## src/design/cgpr_pkg.sv

```systemverilog
// Shared types, constants and helpers for the character glyph pixel renderer.
package cgpr_pkg;

    localparam int unsigned COORD_W     = 16;
    localparam int unsigned COLOR_W     = 16;
    localparam int unsigned GLYPH_W     = 6;
    localparam int unsigned ROW_W       = 3;
    localparam int unsigned COL_W       = 3;
    localparam int unsigned CFG_IDX_W   = 4;
    localparam int unsigned CFG_DATA_W  = 16;

    localparam logic [GLYPH_W-1:0] GLYPH_DIGIT_BASE = 6'd26;
    localparam logic [GLYPH_W-1:0] GLYPH_BLANK      = 6'd36;
    localparam logic [ROW_W-1:0]   ROW_LAST         = 3'd7;
    localparam logic [COL_W-1:0]   COL_LAST         = 3'd6;
    localparam logic [COORD_W-1:0] WIN_X_SPAN       = 16'd6;
    localparam logic [COORD_W-1:0] WIN_Y_SPAN       = 16'd7;

    localparam logic [CFG_IDX_W-1:0] REG_FOREGROUND = 4'd0;
    localparam logic [CFG_IDX_W-1:0] REG_BACKGROUND = 4'd1;

    localparam logic [COLOR_W-1:0] FOREGROUND_RESET = 16'hFFFF;
    localparam logic [COLOR_W-1:0] BACKGROUND_RESET = 16'h0000;

    localparam logic KIND_WINDOW = 1'b0;
    localparam logic KIND_PIXEL  = 1'b1;

    typedef enum logic [1:0] {
        SEQ_IDLE,
        SEQ_WINDOW,
        SEQ_PIXEL
    } seq_state_t;

    typedef struct packed {
        logic [7:0]         char_code;
        logic [COORD_W-1:0] x_pos;
        logic [COORD_W-1:0] y_pos;
    } in_item_t;

    typedef struct packed {
        logic               kind;
        logic [COORD_W-1:0] win_x_start;
        logic [COORD_W-1:0] win_y_start;
        logic [COORD_W-1:0] win_x_end;
        logic [COORD_W-1:0] win_y_end;
        logic [COLOR_W-1:0] pixel_color;
        logic               last;
    } out_item_t;

    // Font memory read request from the sequencer.
    typedef struct packed {
        logic               rd_en;
        logic [GLYPH_W-1:0] glyph;
        logic [ROW_W-1:0]   row;
    } rom_req_t;

    // A-Z -> 0..25, 0-9 -> 26..35, anything else -> blank glyph.
    function automatic logic [GLYPH_W-1:0] map_code(input logic [7:0] code);
        logic [7:0] off;
        begin
            off = 8'd0;
            if (code >= 8'h41 && code <= 8'h5A)
            begin
                off = code - 8'h41;
                map_code = off[GLYPH_W-1:0];
            end
            else if (code >= 8'h30 && code <= 8'h39)
            begin
                off = code - 8'h30;
                map_code = GLYPH_DIGIT_BASE + off[GLYPH_W-1:0];
            end
            else
            begin
                map_code = GLYPH_BLANK;
            end
        end
    endfunction

endpackage

```

## src/design/cgpr_font_rom.sv

```systemverilog
// Font memory: 37 glyphs of 8 rows, one row read per request, registered data.
module cgpr_font_rom
    import cgpr_pkg::*;
(
    input  logic     clk,
    input  rom_req_t req,
    output logic [7:0] rd_data
);

    // Rows packed MSB first: row 0 is bits 63:56, each byte uses bits 6..0.
    function automatic logic [63:0] font_glyph(input logic [GLYPH_W-1:0] glyph);
        begin
            case (glyph)
                6'd0:    font_glyph = 64'h1C22_2222_3E22_2200; // A
                6'd1:    font_glyph = 64'h3C22_223C_2222_3C00; // B
                6'd2:    font_glyph = 64'h1C22_2020_2022_1C00; // C
                6'd3:    font_glyph = 64'h3824_2222_2224_3800; // D
                6'd4:    font_glyph = 64'h3E20_203C_2020_3E00; // E
                6'd5:    font_glyph = 64'h3E20_203C_2020_2000; // F
                6'd6:    font_glyph = 64'h1C22_202E_2222_1E00; // G
                6'd7:    font_glyph = 64'h2222_223E_2222_2200; // H
                6'd8:    font_glyph = 64'h1C08_0808_0808_1C00; // I
                6'd9:    font_glyph = 64'h0E04_0404_0424_1800; // J
                6'd10:   font_glyph = 64'h2224_2830_2824_2200; // K
                6'd11:   font_glyph = 64'h2020_2020_2020_3E00; // L
                6'd12:   font_glyph = 64'h2236_2A2A_2222_2200; // M
                6'd13:   font_glyph = 64'h2222_322A_2622_2200; // N
                6'd14:   font_glyph = 64'h1C22_2222_2222_1C00; // O
                6'd15:   font_glyph = 64'h3C22_223C_2020_2000; // P
                6'd16:   font_glyph = 64'h1C22_2222_2A24_1A00; // Q
                6'd17:   font_glyph = 64'h3C22_223C_2824_2200; // R
                6'd18:   font_glyph = 64'h1E20_201C_0202_3C00; // S
                6'd19:   font_glyph = 64'h3E08_0808_0808_0800; // T
                6'd20:   font_glyph = 64'h2222_2222_2222_1C00; // U
                6'd21:   font_glyph = 64'h2222_2222_2214_0800; // V
                6'd22:   font_glyph = 64'h2222_222A_2A2A_1400; // W
                6'd23:   font_glyph = 64'h2222_1408_1422_2200; // X
                6'd24:   font_glyph = 64'h2222_2214_0808_0800; // Y
                6'd25:   font_glyph = 64'h3E02_0408_1020_3E00; // Z
                6'd26:   font_glyph = 64'h1C22_262A_3222_1C00; // 0
                6'd27:   font_glyph = 64'h0818_0808_0808_1C00; // 1
                6'd28:   font_glyph = 64'h1C22_0204_0810_3E00; // 2
                6'd29:   font_glyph = 64'h3E04_0804_0222_1C00; // 3
                6'd30:   font_glyph = 64'h040C_1424_3E04_0400; // 4
                6'd31:   font_glyph = 64'h3E20_3C02_0222_1C00; // 5
                6'd32:   font_glyph = 64'h0C10_203C_2222_1C00; // 6
                6'd33:   font_glyph = 64'h3E22_0204_0808_0800; // 7
                6'd34:   font_glyph = 64'h1C22_221C_2222_1C00; // 8
                6'd35:   font_glyph = 64'h1C22_221E_0204_1800; // 9
                default: font_glyph = 64'h0;                   // blank
            endcase
        end
    endfunction

    logic [63:0] glyph_rows;
    logic [7:0]  rd_data_reg;

    assign glyph_rows = font_glyph(req.glyph);

    // Data holds between reads, so a stalled row stays put.
    always_ff @(posedge clk)
    begin
        if (req.rd_en)
        begin
            rd_data_reg <= glyph_rows[{ROW_LAST - req.row, 3'b000} +: 8];
        end
    end

    assign rd_data = rd_data_reg;

endmodule

```

## src/design/cgpr_seq.sv

```systemverilog
// Character sequencer: window item, then 56 pixel items from font rows.
module cgpr_seq
    import cgpr_pkg::*;
(
    input  logic               clk,
    input  logic               rst_n,
    input  logic               in_valid,
    output logic               in_stall,
    input  in_item_t           in_item,
    output logic               out_valid,
    input  logic               out_stall,
    output out_item_t          out_item,
    input  logic [COLOR_W-1:0] fg_color,
    input  logic [COLOR_W-1:0] bg_color,
    output rom_req_t           rom_req,
    input  logic [7:0]         rom_data
);

    seq_state_t         state_reg,     state_next;
    logic [GLYPH_W-1:0] glyph_reg,     glyph_next;
    logic [ROW_W-1:0]   row_reg,       row_next;
    logic [COL_W-1:0]   col_reg,       col_next;
    logic [COORD_W-1:0] x_reg,         x_next;
    logic [COORD_W-1:0] y_reg,         y_next;
    logic               out_valid_reg, out_valid_next;
    out_item_t          out_item_reg,  out_item_next;
    logic               out_free;
    logic               pix_on;
    logic [COL_W-1:0]   bit_sel;

    always_ff @(posedge clk or negedge rst_n)
    begin
        if (!rst_n)
        begin
            state_reg     <= SEQ_IDLE;
            glyph_reg     <= '0;
            row_reg       <= '0;
            col_reg       <= '0;
            out_valid_reg <= 1'b0;
        end
        else
        begin
            state_reg     <= state_next;
            glyph_reg     <= glyph_next;
            row_reg       <= row_next;
            col_reg       <= col_next;
            out_valid_reg <= out_valid_next;
        end
    end

    always_ff @(posedge clk)
    begin
        x_reg        <= x_next;
        y_reg        <= y_next;
        out_item_reg <= out_item_next;
    end

    assign out_free = !out_valid_reg || !out_stall;
    assign bit_sel  = COL_LAST - col_reg;
    assign pix_on   = rom_data[bit_sel];

    always_comb
    begin
        state_next     = state_reg;
        glyph_next     = glyph_reg;
        row_next       = row_reg;
        col_next       = col_reg;
        x_next         = x_reg;
        y_next         = y_reg;
        out_item_next  = out_item_reg;
        out_valid_next = out_valid_reg && out_stall;
        rom_req.rd_en  = 1'b0;
        rom_req.glyph  = glyph_reg;
        rom_req.row    = row_reg + 3'd1;

        case (state_reg)
            SEQ_IDLE:
            begin
                if (in_valid)
                begin
                    glyph_next = map_code(in_item.char_code);
                    x_next     = in_item.x_pos;
                    y_next     = in_item.y_pos;
                    state_next = SEQ_WINDOW;
                end
            end
            SEQ_WINDOW:
            begin
                if (out_free)
                begin
                    out_item_next             = '0;
                    out_item_next.kind        = KIND_WINDOW;
                    out_item_next.win_x_start = x_reg;
                    out_item_next.win_y_start = y_reg;
                    out_item_next.win_x_end   = x_reg + WIN_X_SPAN;
                    out_item_next.win_y_end   = y_reg + WIN_Y_SPAN;
                    out_valid_next            = 1'b1;
                    // fetch row 0 so it is ready for the first pixel
                    rom_req.rd_en             = 1'b1;
                    rom_req.row               = '0;
                    row_next                  = '0;
                    col_next                  = '0;
                    state_next                = SEQ_PIXEL;
                end
            end
            SEQ_PIXEL:
            begin
                if (out_free)
                begin
                    out_item_next             = '0;
                    out_item_next.kind        = KIND_PIXEL;
                    out_item_next.pixel_color = pix_on ? fg_color : bg_color;
                    out_item_next.last        = (row_reg == ROW_LAST) && (col_reg == COL_LAST);
                    out_valid_next            = 1'b1;
                    if (col_reg == COL_LAST)
                    begin
                        col_next = '0;
                        row_next = row_reg + 3'd1;
                        if (row_reg == ROW_LAST)
                        begin
                            state_next = SEQ_IDLE;
                        end
                        else
                        begin
                            rom_req.rd_en = 1'b1;   // next row lands with column 0
                        end
                    end
                    else
                    begin
                        col_next = col_reg + 3'd1;
                    end
                end
            end
            default:
            begin
                state_next = SEQ_IDLE;
            end
        endcase
    end

    assign in_stall  = (state_reg != SEQ_IDLE);
    assign out_valid = out_valid_reg;
    assign out_item  = out_item_reg;

endmodule

```

## src/design/char_glyph_pixel_renderer_top.sv

```systemverilog
// Top level of the character glyph pixel renderer: config registers and wiring.
// Usage:
//   Input channel (in_valid / in_stall / in_item): one item names a character
//   code and the top-left corner of its 7x8 cell. Codes outside A-Z and 0-9
//   draw a blank cell in the background color.
//   Output channel (out_valid / out_stall / out_item): per input item, one
//   window item (kind 0, cell corners, ends wrap at 16 bits) and then 56 pixel
//   items (kind 1), row 0..7, column from glyph bit 6 down to bit 0; last is
//   set on the final pixel.
//   Config port (cfg_we / cfg_index / cfg_data): index 0 foreground color,
//   index 1 background color; other indexes are ignored. Write while idle.
// Sequencing:
//   An accepted input is captured in the idle state; the window state then
//   registers the window item and the pixel state the 56 pixel items. The
//   single output register emits one item per cycle while the output does
//   not stall, with the font memory read one row ahead. The next item is
//   taken once the last pixel is in the output register, even if that pixel
//   is still waiting.
// Reset clears the sequencer and output valid and restores the colors to
// white on black. A stall on the output freezes the sequence and its item.
module char_glyph_pixel_renderer_top
    import cgpr_pkg::*;
(
    input  logic                  clk,
    input  logic                  rst_n,
    input  logic                  in_valid,
    output logic                  in_stall,
    input  in_item_t              in_item,
    output logic                  out_valid,
    input  logic                  out_stall,
    output out_item_t             out_item,
    input  logic                  cfg_we,
    input  logic [CFG_IDX_W-1:0]  cfg_index,
    input  logic [CFG_DATA_W-1:0] cfg_data
);

    logic [COLOR_W-1:0] fg_color_reg;
    logic [COLOR_W-1:0] bg_color_reg;
    rom_req_t           rom_req;
    logic [7:0]         rom_data;

    // Color registers; writes to unknown indexes are dropped.
    always_ff @(posedge clk or negedge rst_n)
    begin
        if (!rst_n)
        begin
            fg_color_reg <= FOREGROUND_RESET;
            bg_color_reg <= BACKGROUND_RESET;
        end
        else if (cfg_we)
        begin
            if (cfg_index == REG_FOREGROUND)
            begin
                fg_color_reg <= cfg_data;
            end
            else if (cfg_index == REG_BACKGROUND)
            begin
                bg_color_reg <= cfg_data;
            end
        end
    end

    // Sequencer: walks window, then rows and columns of the glyph.
    cgpr_seq u_seq (
        .clk       (clk),
        .rst_n     (rst_n),
        .in_valid  (in_valid),
        .in_stall  (in_stall),
        .in_item   (in_item),
        .out_valid (out_valid),
        .out_stall (out_stall),
        .out_item  (out_item),
        .fg_color  (fg_color_reg),
        .bg_color  (bg_color_reg),
        .rom_req   (rom_req),
        .rom_data  (rom_data)
    );

    // Font memory, registered read data.
    cgpr_font_rom u_font_rom (
        .clk     (clk),
        .req     (rom_req),
        .rd_data (rom_data)
    );

endmodule

```

## config.mk

```make
export PLATFORM = sky130hd
export DESIGN_NAME = char_glyph_pixel_renderer_top
export DESIGN_NICKNAME = d
export VERILOG_FILES = /design/src/design/cgpr_pkg.sv /design/src/design/cgpr_font_rom.sv /design/src/design/cgpr_seq.sv /design/src/design/char_glyph_pixel_renderer_top.sv
export SDC_FILE = /design/constraint.sdc
export NUM_CORES = 1
export LEC_CHECK = 0
export BUFFER_PORTS_ARGS = -buffer_cell sky130_fd_sc_hd__buf_2
export CORE_MARGIN = 4
export CORE_UTILIZATION = 40
export DETAILED_ROUTE_END_ITERATION = 8
export MAX_ROUTING_LAYER = met4
export PLACE_DENSITY = 0.69
export SLEW_MARGIN = 20
export SYNTH_ARGS = -nofsm -noshare
export SYNTH_HDL_FRONTEND = slang
export SYNTH_HIERARCHICAL = 1
export SYNTH_SLANG_ARGS = --single-unit
```

## constraint.sdc

```tcl
create_clock -name clk -period 3.4 [get_ports clk]
set_input_delay 0.34 -clock clk [delete_from_list [all_inputs] [get_ports clk]]
set_output_delay 0.34 -clock clk [all_outputs]
set_load 0.05 [all_outputs]
```

==> results of run 1 <==
[cell usage in the layout (no fill, tap or decap), drive strengths merged, types with 29 or more instances in the layout]
master  Yosys  routed
nand2      54      54
edfxtp    118     118
nand3      32      32
a21oi      37      37
inv        28      29
dfrtp      31      31
nor2b      43      43
buf        32     169
mux2       37      37
o21ai      48      48
ha         29      29
nor2       53      53
[final cells by class]
type	instances	area share
clock buffer	20	0.0408
sequential	165	0.443
tap	285	0.0333
timing repair buffer	170	0.0860
inverter	29	0.0103
clock inverter	12	0.00981
multi-input combinational	570	0.377
[path summary, 6_finish.rpt]
path                                                startpoint                              end  slack [ns]  cells after the start
worst min register to register     bg_color_reg[0]$_DFFE_PN0P_      bg_color_reg[0]$_DFFE_PN0P_        0.51                      1
max in group asynchronous                                rst_n      fg_color_reg[2]$_DFFE_PN1P_        2.39                      3
worst max-delay path            u_seq/glyph_reg[1]$_DFFE_PN0P_  u_font_rom/rd_data[2]$_DFFE_PP_        0.60                      7
min in group asynchronous                                rst_n     bg_color_reg[10]$_DFFE_PN0P_        0.37                      2
worst min-delay path                               in_item[25]         u_seq/x_reg[9]$_DFFE_PP_        0.09                      1
worst max register to register  u_seq/glyph_reg[1]$_DFFE_PN0P_  u_font_rom/rd_data[2]$_DFFE_PP_        0.60                      7
[worst reg2reg max path: stages (launching register included)]
cell and delay, ns:
dfrtp_1 0.57, inv_1 0.20, ha_1 0.58, nor2_1 0.15, or2_0 0.23, a2111oi_0 0.57
nor4_1 0.10, a211oi_1 0.23
[cell usage after synthesis (6+ instances only)]
cell,instances,share of area
a22o_1,8,0.0076
xnor2_1,9,0.0086
a31oi_1,6,0.0041
a211oi_1,10,0.0082
a21oi_1,37,0.020
mux2_4,10,0.016
dfstp_2,16,0.046
o211ai_1,7,0.0057
clkbuf_1,26,0.011
and3_1,6,0.0041
nor3b_1,6,0.0049
inv_1,28,0.011
dfrtp_1,31,0.085
nor3_1,8,0.0044
nor2_1,53,0.022
xor2_1,20,0.019
nor2b_1,43,0.029
buf_4,12,0.0098
buf_2,17,0.0093
a311oi_1,6,0.0057
o311ai_0,6,0.0057
nand2_1,53,0.022
nand4_1,8,0.0055
o21ai_0,38,0.021
mux2_2,27,0.033
nand3_1,31,0.017
o21ai_1,10,0.0055
ha_1,29,0.040
nand2b_1,19,0.013
edfxtp_1,118,0.39
mux2i_1,12,0.013
[logic make-up (layout without fill, tap and decap cells)]
group                      Yosys count  count (layout)  synth area share
and+or+nand+nor                    270             270             0.161
AOI/OAI and AO/OA                  186             186             0.136
DFF                                165             165             0.517
buffers and inverters               87             231            0.0462
muxes                               53              53            0.0724
adders and majority gates           29              29            0.0396
xor gates and xnor gates            29              29            0.0277
other                                1               3          0.000409
[per-stage QoR]
| step | power (mW) | std cells | hold slack [ns] | setup WS [ns] | instance area (um2) |
|---|---|---|---|---|---|
| 3_3_place_gp | 9.43 | 1218 | 0.261 | 0.728 | 10200 |
| 2_1_floorplan | 7.93 | 822 | 0.0444 | 0.259 | 9180 |
| 5_1_grt | 11.7 | 1251 | 0.0672 | 0.434 | 10700 |
| 3_5_place_dp | 9.37 | 1218 | 0.257 | 0.683 | 10200 |
| 6_report | 11.2 | 1251 | 0.0875 | 0.604 | 10700 |
| 4_1_cts | 11.2 | 1251 | 0.0673 | 0.670 | 10700 |
[power by group]
group / leakage [nW] / switching [mW] / internal (mW)
logic: 2.29 / 4.12 / 1.66
registers: 1.67 / 0.466 / 3.16
clock network: 0.257 / 0.761 / 1.01
total: 4.22 / 5.35 / 5.82
[repair_timing]
item / in CTS / in global routing
hold buffers: 1 / 0
buffers inserted: 0 / 0
endpoints found under the hold margin: 8 / 0
[metal layers]
metal | global-route usage | vias up
met5 | - | -
met4 | 0.0793 | 0
met3 | 0.0383 | 52
met2 | 0.280 | 278
met1 | 0.237 | 3319
li1 | - | 3297
==> flow_summary.json, run 1 <==
{
  "async_flop_share": 0.285,
  "grt_pass1_wl_mm": 36.3,
  "crit_required_ns": 3.65,
  "core_um2": 22600,
  "worst-setup-path-type": "reg2reg",
  "highest_layer": "met4",
  "p_leak_nw": 4.22,
  "clock_latency_ns": 0.42,
  "slowest_stage": "ha_1",
  "fillers": 2056,
  "status": "finished, final reports clean",
  "synth_edf_count": 118,
  "place_congestion": 0.971,
  "cts_resized": 0,
  "dr.pass1.iters": 5,
  "fp.dieW_um": 159,
  "num_rows": 55,
  "clockRootBuffer": "clkbuf_16",
  "syn-cell-area_um2": 9170,
  "slew_viol_final": 0,
  "syn_avg_cell_area_um2": 11.2,
  "critPathLaunchType": "flip-flop",
  "maxCapViolCount": 0,
  "ir_drop_v": 0.000523,
  "initial_core_util": 0.406,
  "cts.sinks": 165,
  "critPathBufInv": 1,
  "arrival_ns": 3.05,
  "final_util": 0.475,
  "synth-seq-cells": 165,
  "largest_reg_flops": 81,
  "synth_flop_cell": "edfxtp_1",
  "relSlewSlack": 0.470,
  "routed-wl-met2_mm": 10.7,
  "design.portCount": 149,
  "hold_class": "in2reg",
  "n_antenna_cell": 0,
  "fmax_ghz": 0.358,
  "fin_crit_sh": 0.822,
  "yosys_warnings": 6,
  "port_buffers": 148,
  "fp.dieH_um": 159,
  "cp_max_fo": 12,
  "routed_wl_mm": 23.2,
  "vias_per_cell": 5.55,
  "grt.overflow.total": 0,
  "clockBufferDepth": 2,
  "clock_skew_ns": 0.0116,
  "drc": 0,
  "multi_input_area_um2": 4040,
  "nNetsFinal": 1047,
  "rsz0062_at_grt": "no",
  "drive_gt1_frac": 0.284,
  "grt_start_max_net_pins": 71,
  "cts_made_buffers": 17,
  "met1_length_mm": 10.3,
  "end_kind": "flip-flop",
  "tns_ns": 0,
  "tightest_slew_ns": 0.787,
  "met3WireLength_mm": 1.40,
  "syn_to_final_growth_pct": 16.8,
  "vias": 6946,
  "finalCriticalPeriod_ns": 2.80,
  "cts_tree": "yes",
  "antenna_left": 0,
  "power_density_nw_per_um2": 1040,
  "ys_seq_area_frac": 0.517,
  "setup_viol": 0,
  "regArea_um2": 4740,
  "grt_pass1_vias": 6589,
  "routedWlPerCell_um": 18.5,
  "syn_inst": 820,
  "htree_levels": 4,
  "dp_hpwl_mm": 16.5,
  "cts.clk_slew.worst_paths_ns": 0.07,
  "cp_cell_sequence": "inv_1 > ha_1 > nor2_1 > or2_0 > a2111oi_0 > nor4_1 > a211oi_1",
  "ys_types": 83,
  "hold_viol": 0,
  "drtIter0Drc": 687,
  "critPathTopFamily": "compound AO/OA/AOI/OAI gates",
  "antenna_found_initial": 0,
  "max_stage_delay_ns": 0.58,
  "grt_use_total": 0.183,
  "die_area_um2": 25400
}
(Power assumes the default switching activity.)
==> inputs of run 2 (changes only) <==
--- a/config.mk
+++ b/config.mk
@@ -10,7 +10,7 @@
 export CORE_UTILIZATION = 40
 export DETAILED_ROUTE_END_ITERATION = 8
 export MAX_ROUTING_LAYER = met4
-export PLACE_DENSITY = 0.69
+export PLACE_DENSITY = 0.71
 export SLEW_MARGIN = 20
 export SYNTH_ARGS = -nofsm -noshare
 export SYNTH_HDL_FRONTEND = slang
==> constraint.sdc (replaced) <==
create_clock -name clk -period 2.4 [get_ports clk]
set_input_delay 0.24 -clock clk [delete_from_list [all_inputs] [get_ports clk]]
set_output_delay 0.24 -clock clk [all_outputs]
set_load 0.05 [all_outputs]
==> flow_summary.json, run 2 (synthesized netlist as in run 1, its figures left out) <==
{
  "port_buffers": 148,
  "dp_hpwl_mm": 17.9,
  "hold_viol": 0,
  "worst-setup-path-type": "reg2reg",
  "grt_pass1_wl_mm": 39.6,
  "htree_levels": 4,
  "grt_pass1_vias": 7298,
  "routed_wl_mm": 24.9,
  "arrival_ns": 2.43,
  "setup_viol": 0,
  "drtIter0Drc": 563,
  "critPathLaunchType": "flip-flop",
  "cp_cell_sequence": "buf_4 > buf_4 > mux2i_1 > o21ai_0 > a21boi_0 > o21a_1 > a211oi_1",
  "final_common_cell": "buf_2",
  "grt_most_used_layer": "met2",
  "drive_gt1_frac": 0.319,
  "hold_class": "in2reg",
  "antenna_found_initial": 0,
  "initial_core_util": 0.406,
  "cpMostUsedCell": "buf_4",
  "rr_endpoint": "u_font_rom/rd_data[2]$_DFFE_PP_",
  "grt_start_max_net_pins": 75,
  "grt.overflow.total": 0,
  "dr.pass1.iters": 5,
  "nNetsFinal": 1120,
  "tns_ns": 0,
  "cp_max_fo": 22,
  "cts_tree": "yes",
  "min_to": "u_seq/x_reg[9]$_DFFE_PP_",
  "antenna_left": 0,
  "relSlewSlack": 0.420,
  "status": "finished, final reports clean",
  "fp.dieH_um": 159,
  "reg2reg_depth": 7,
  "cts.sinks": 165,
  "slew_viol_final": 0,
  "fp.dieW_um": 159,
  "syn_to_final_growth_pct": 25.1,
  "grt_use_total": 0.200,
  "layout_common_cells": "148 x buf_2, 118 x edfxtp_1, 58 x buf_4",
  "num_rows": 55,
  "core_um2": 22600,
  "fmax_ghz": 0.441,
  "vias": 7252,
  "rsz0062_at_grt": "no",
  "cts_made_buffers": 17,
  "die_area_um2": 25400,
  "fin_cells": 1324,
  "finalCriticalPeriod_ns": 2.27,
  "clock_latency_ns": 0.42,
  "design.portCount": 149,
  "drc": 0,
  "largest_reg_flops": 81,
  "ir_drop_v": 0.000706,
  "end_kind": "flip-flop",
  "use_met2": 0.313,
  "n_antenna_cell": 0,
  "max_stage_delay_ns": 0.66,
  "clockRootBuffer": "clkbuf_16",
  "dp.cells": 1262,
  "r2r_slack_ns": 0.13,
  "globalRouteMet1Util": 0.260,
  "crit_required_ns": 2.56,
  "place_congestion": 0.967,
  "hp-start": "in_item[25]",
  "fin_crit_sh": 0.945,
  "clock_skew_ns": 0.00844,
  "vias_per_cell": 5.48,
  "p_leak_nw": 4.58,
  "met3_usage": 0.0352,
  "maxCapViolCount": 0,
  "power_density_nw_per_um2": 1470,
  "tightest_slew_ns": 0.870,
  "clockBufferDepth": 2,
  "crit-reg2reg-launch": "u_seq/glyph_reg[4]$_DFFE_PN0P_",
  "whs_path_depth": 1,
  "routedWlPerCell_um": 18.8,
  "slowest_stage": "dfrtp_2",
  "cts.clk_slew.worst_paths_ns": 0.06
}
==> run 2: cell count changes in the layout (fill, tap and decap cells not counted), moves of 3 or more <==
| cell | delta |
|---|---|
| dfrtp_2 | +3 |
| dlygate4sd3_1 | +29 |
| clkinv_1 | -3 |
| dfrtp_1 | -3 |
| buf_12 | +5 |
| buf_4 | +38 |
==> run 2: repair_timing <==
action / 4_1_cts / 5_1_grt
hold buffers: 30 / 0
endpoints found under the hold margin: 43 / 0
resized for setup: 0 / 8
endpoints found under the setup margin: 0 / 4
buffers inserted: 0 / 0
==> run 2: where the power goes <==
| group | internal [mW] | switching [mW] |
|---|---|---|
| Clock | 1.54 | 1.08 |
| Sequential | 4.49 | 0.557 |
| Combinational | 2.93 | 6.25 |
| Total | 8.96 | 7.89 |
==> run 2: how the worst max path moves through the flow <==
stage                                               from                               to  cells after the start
after detailed placement  u_seq/glyph_reg[0]$_DFFE_PN0P_  u_font_rom/rd_data[2]$_DFFE_PP_                      8
after global placement      u_seq/row_reg[1]$_DFFE_PN0P_  u_font_rom/rd_data[2]$_DFFE_PP_                      9
after global routing        u_seq/row_reg[0]$_DFFE_PN0P_  u_font_rom/rd_data[1]$_DFFE_PP_                     10
final                     u_seq/glyph_reg[4]$_DFFE_PN0P_  u_font_rom/rd_data[2]$_DFFE_PP_                      7
after CTS                   u_seq/row_reg[1]$_DFFE_PN0P_  u_font_rom/rd_data[1]$_DFFE_PP_                     10
after floorplan           u_seq/state_reg[0]$_DFFE_PN0P_  u_seq/out_item[0]$_SDFFCE_PN0P_                      4
==> run 2: layer usage <==
layer  routed length, um  vias up
li1                    -     3437
met1               11200     3531
met2               11600      236
met3                1250       48
met4                 831        0
met5                   0        -
==> run 2: layout make-up <==
type	instances	area [um2]
inverters	29	113
flip-flops and latches	165	4750
clock buffers	21	440
fillers	1957	11100
multi-input cells	570	4080
clock inverters	11	128
repair buffers	243	1610
well taps	285	357
==> run 2: worst max-delay path: cells and delay by family (launching register included) <==
| kind | cells | cell delay (ns) |
|---|---|---|
| compound gates | 4 | 0.68 |
| buf+inv | 2 | 0.48 |
| flops | 1 | 0.66 |
| mux | 1 | 0.18 |
==> run 2: stage by stage <==
step                      total power, mW  area, um2  worst slack [ns]  utilization  hold slack [ns]
after global placement               14.1      10600            0.0208        0.469            0.302
after floorplan                      11.3       9210           -0.0853            -          -0.0556
after global routing                 17.7      11500           0.00978        0.508          0.00898
final                                16.9      11500             0.133        0.508           0.0236
after CTS                            16.8      11400            0.0837        0.507          0.00362
after detailed placement             14.1      10600             0.100        0.469            0.310
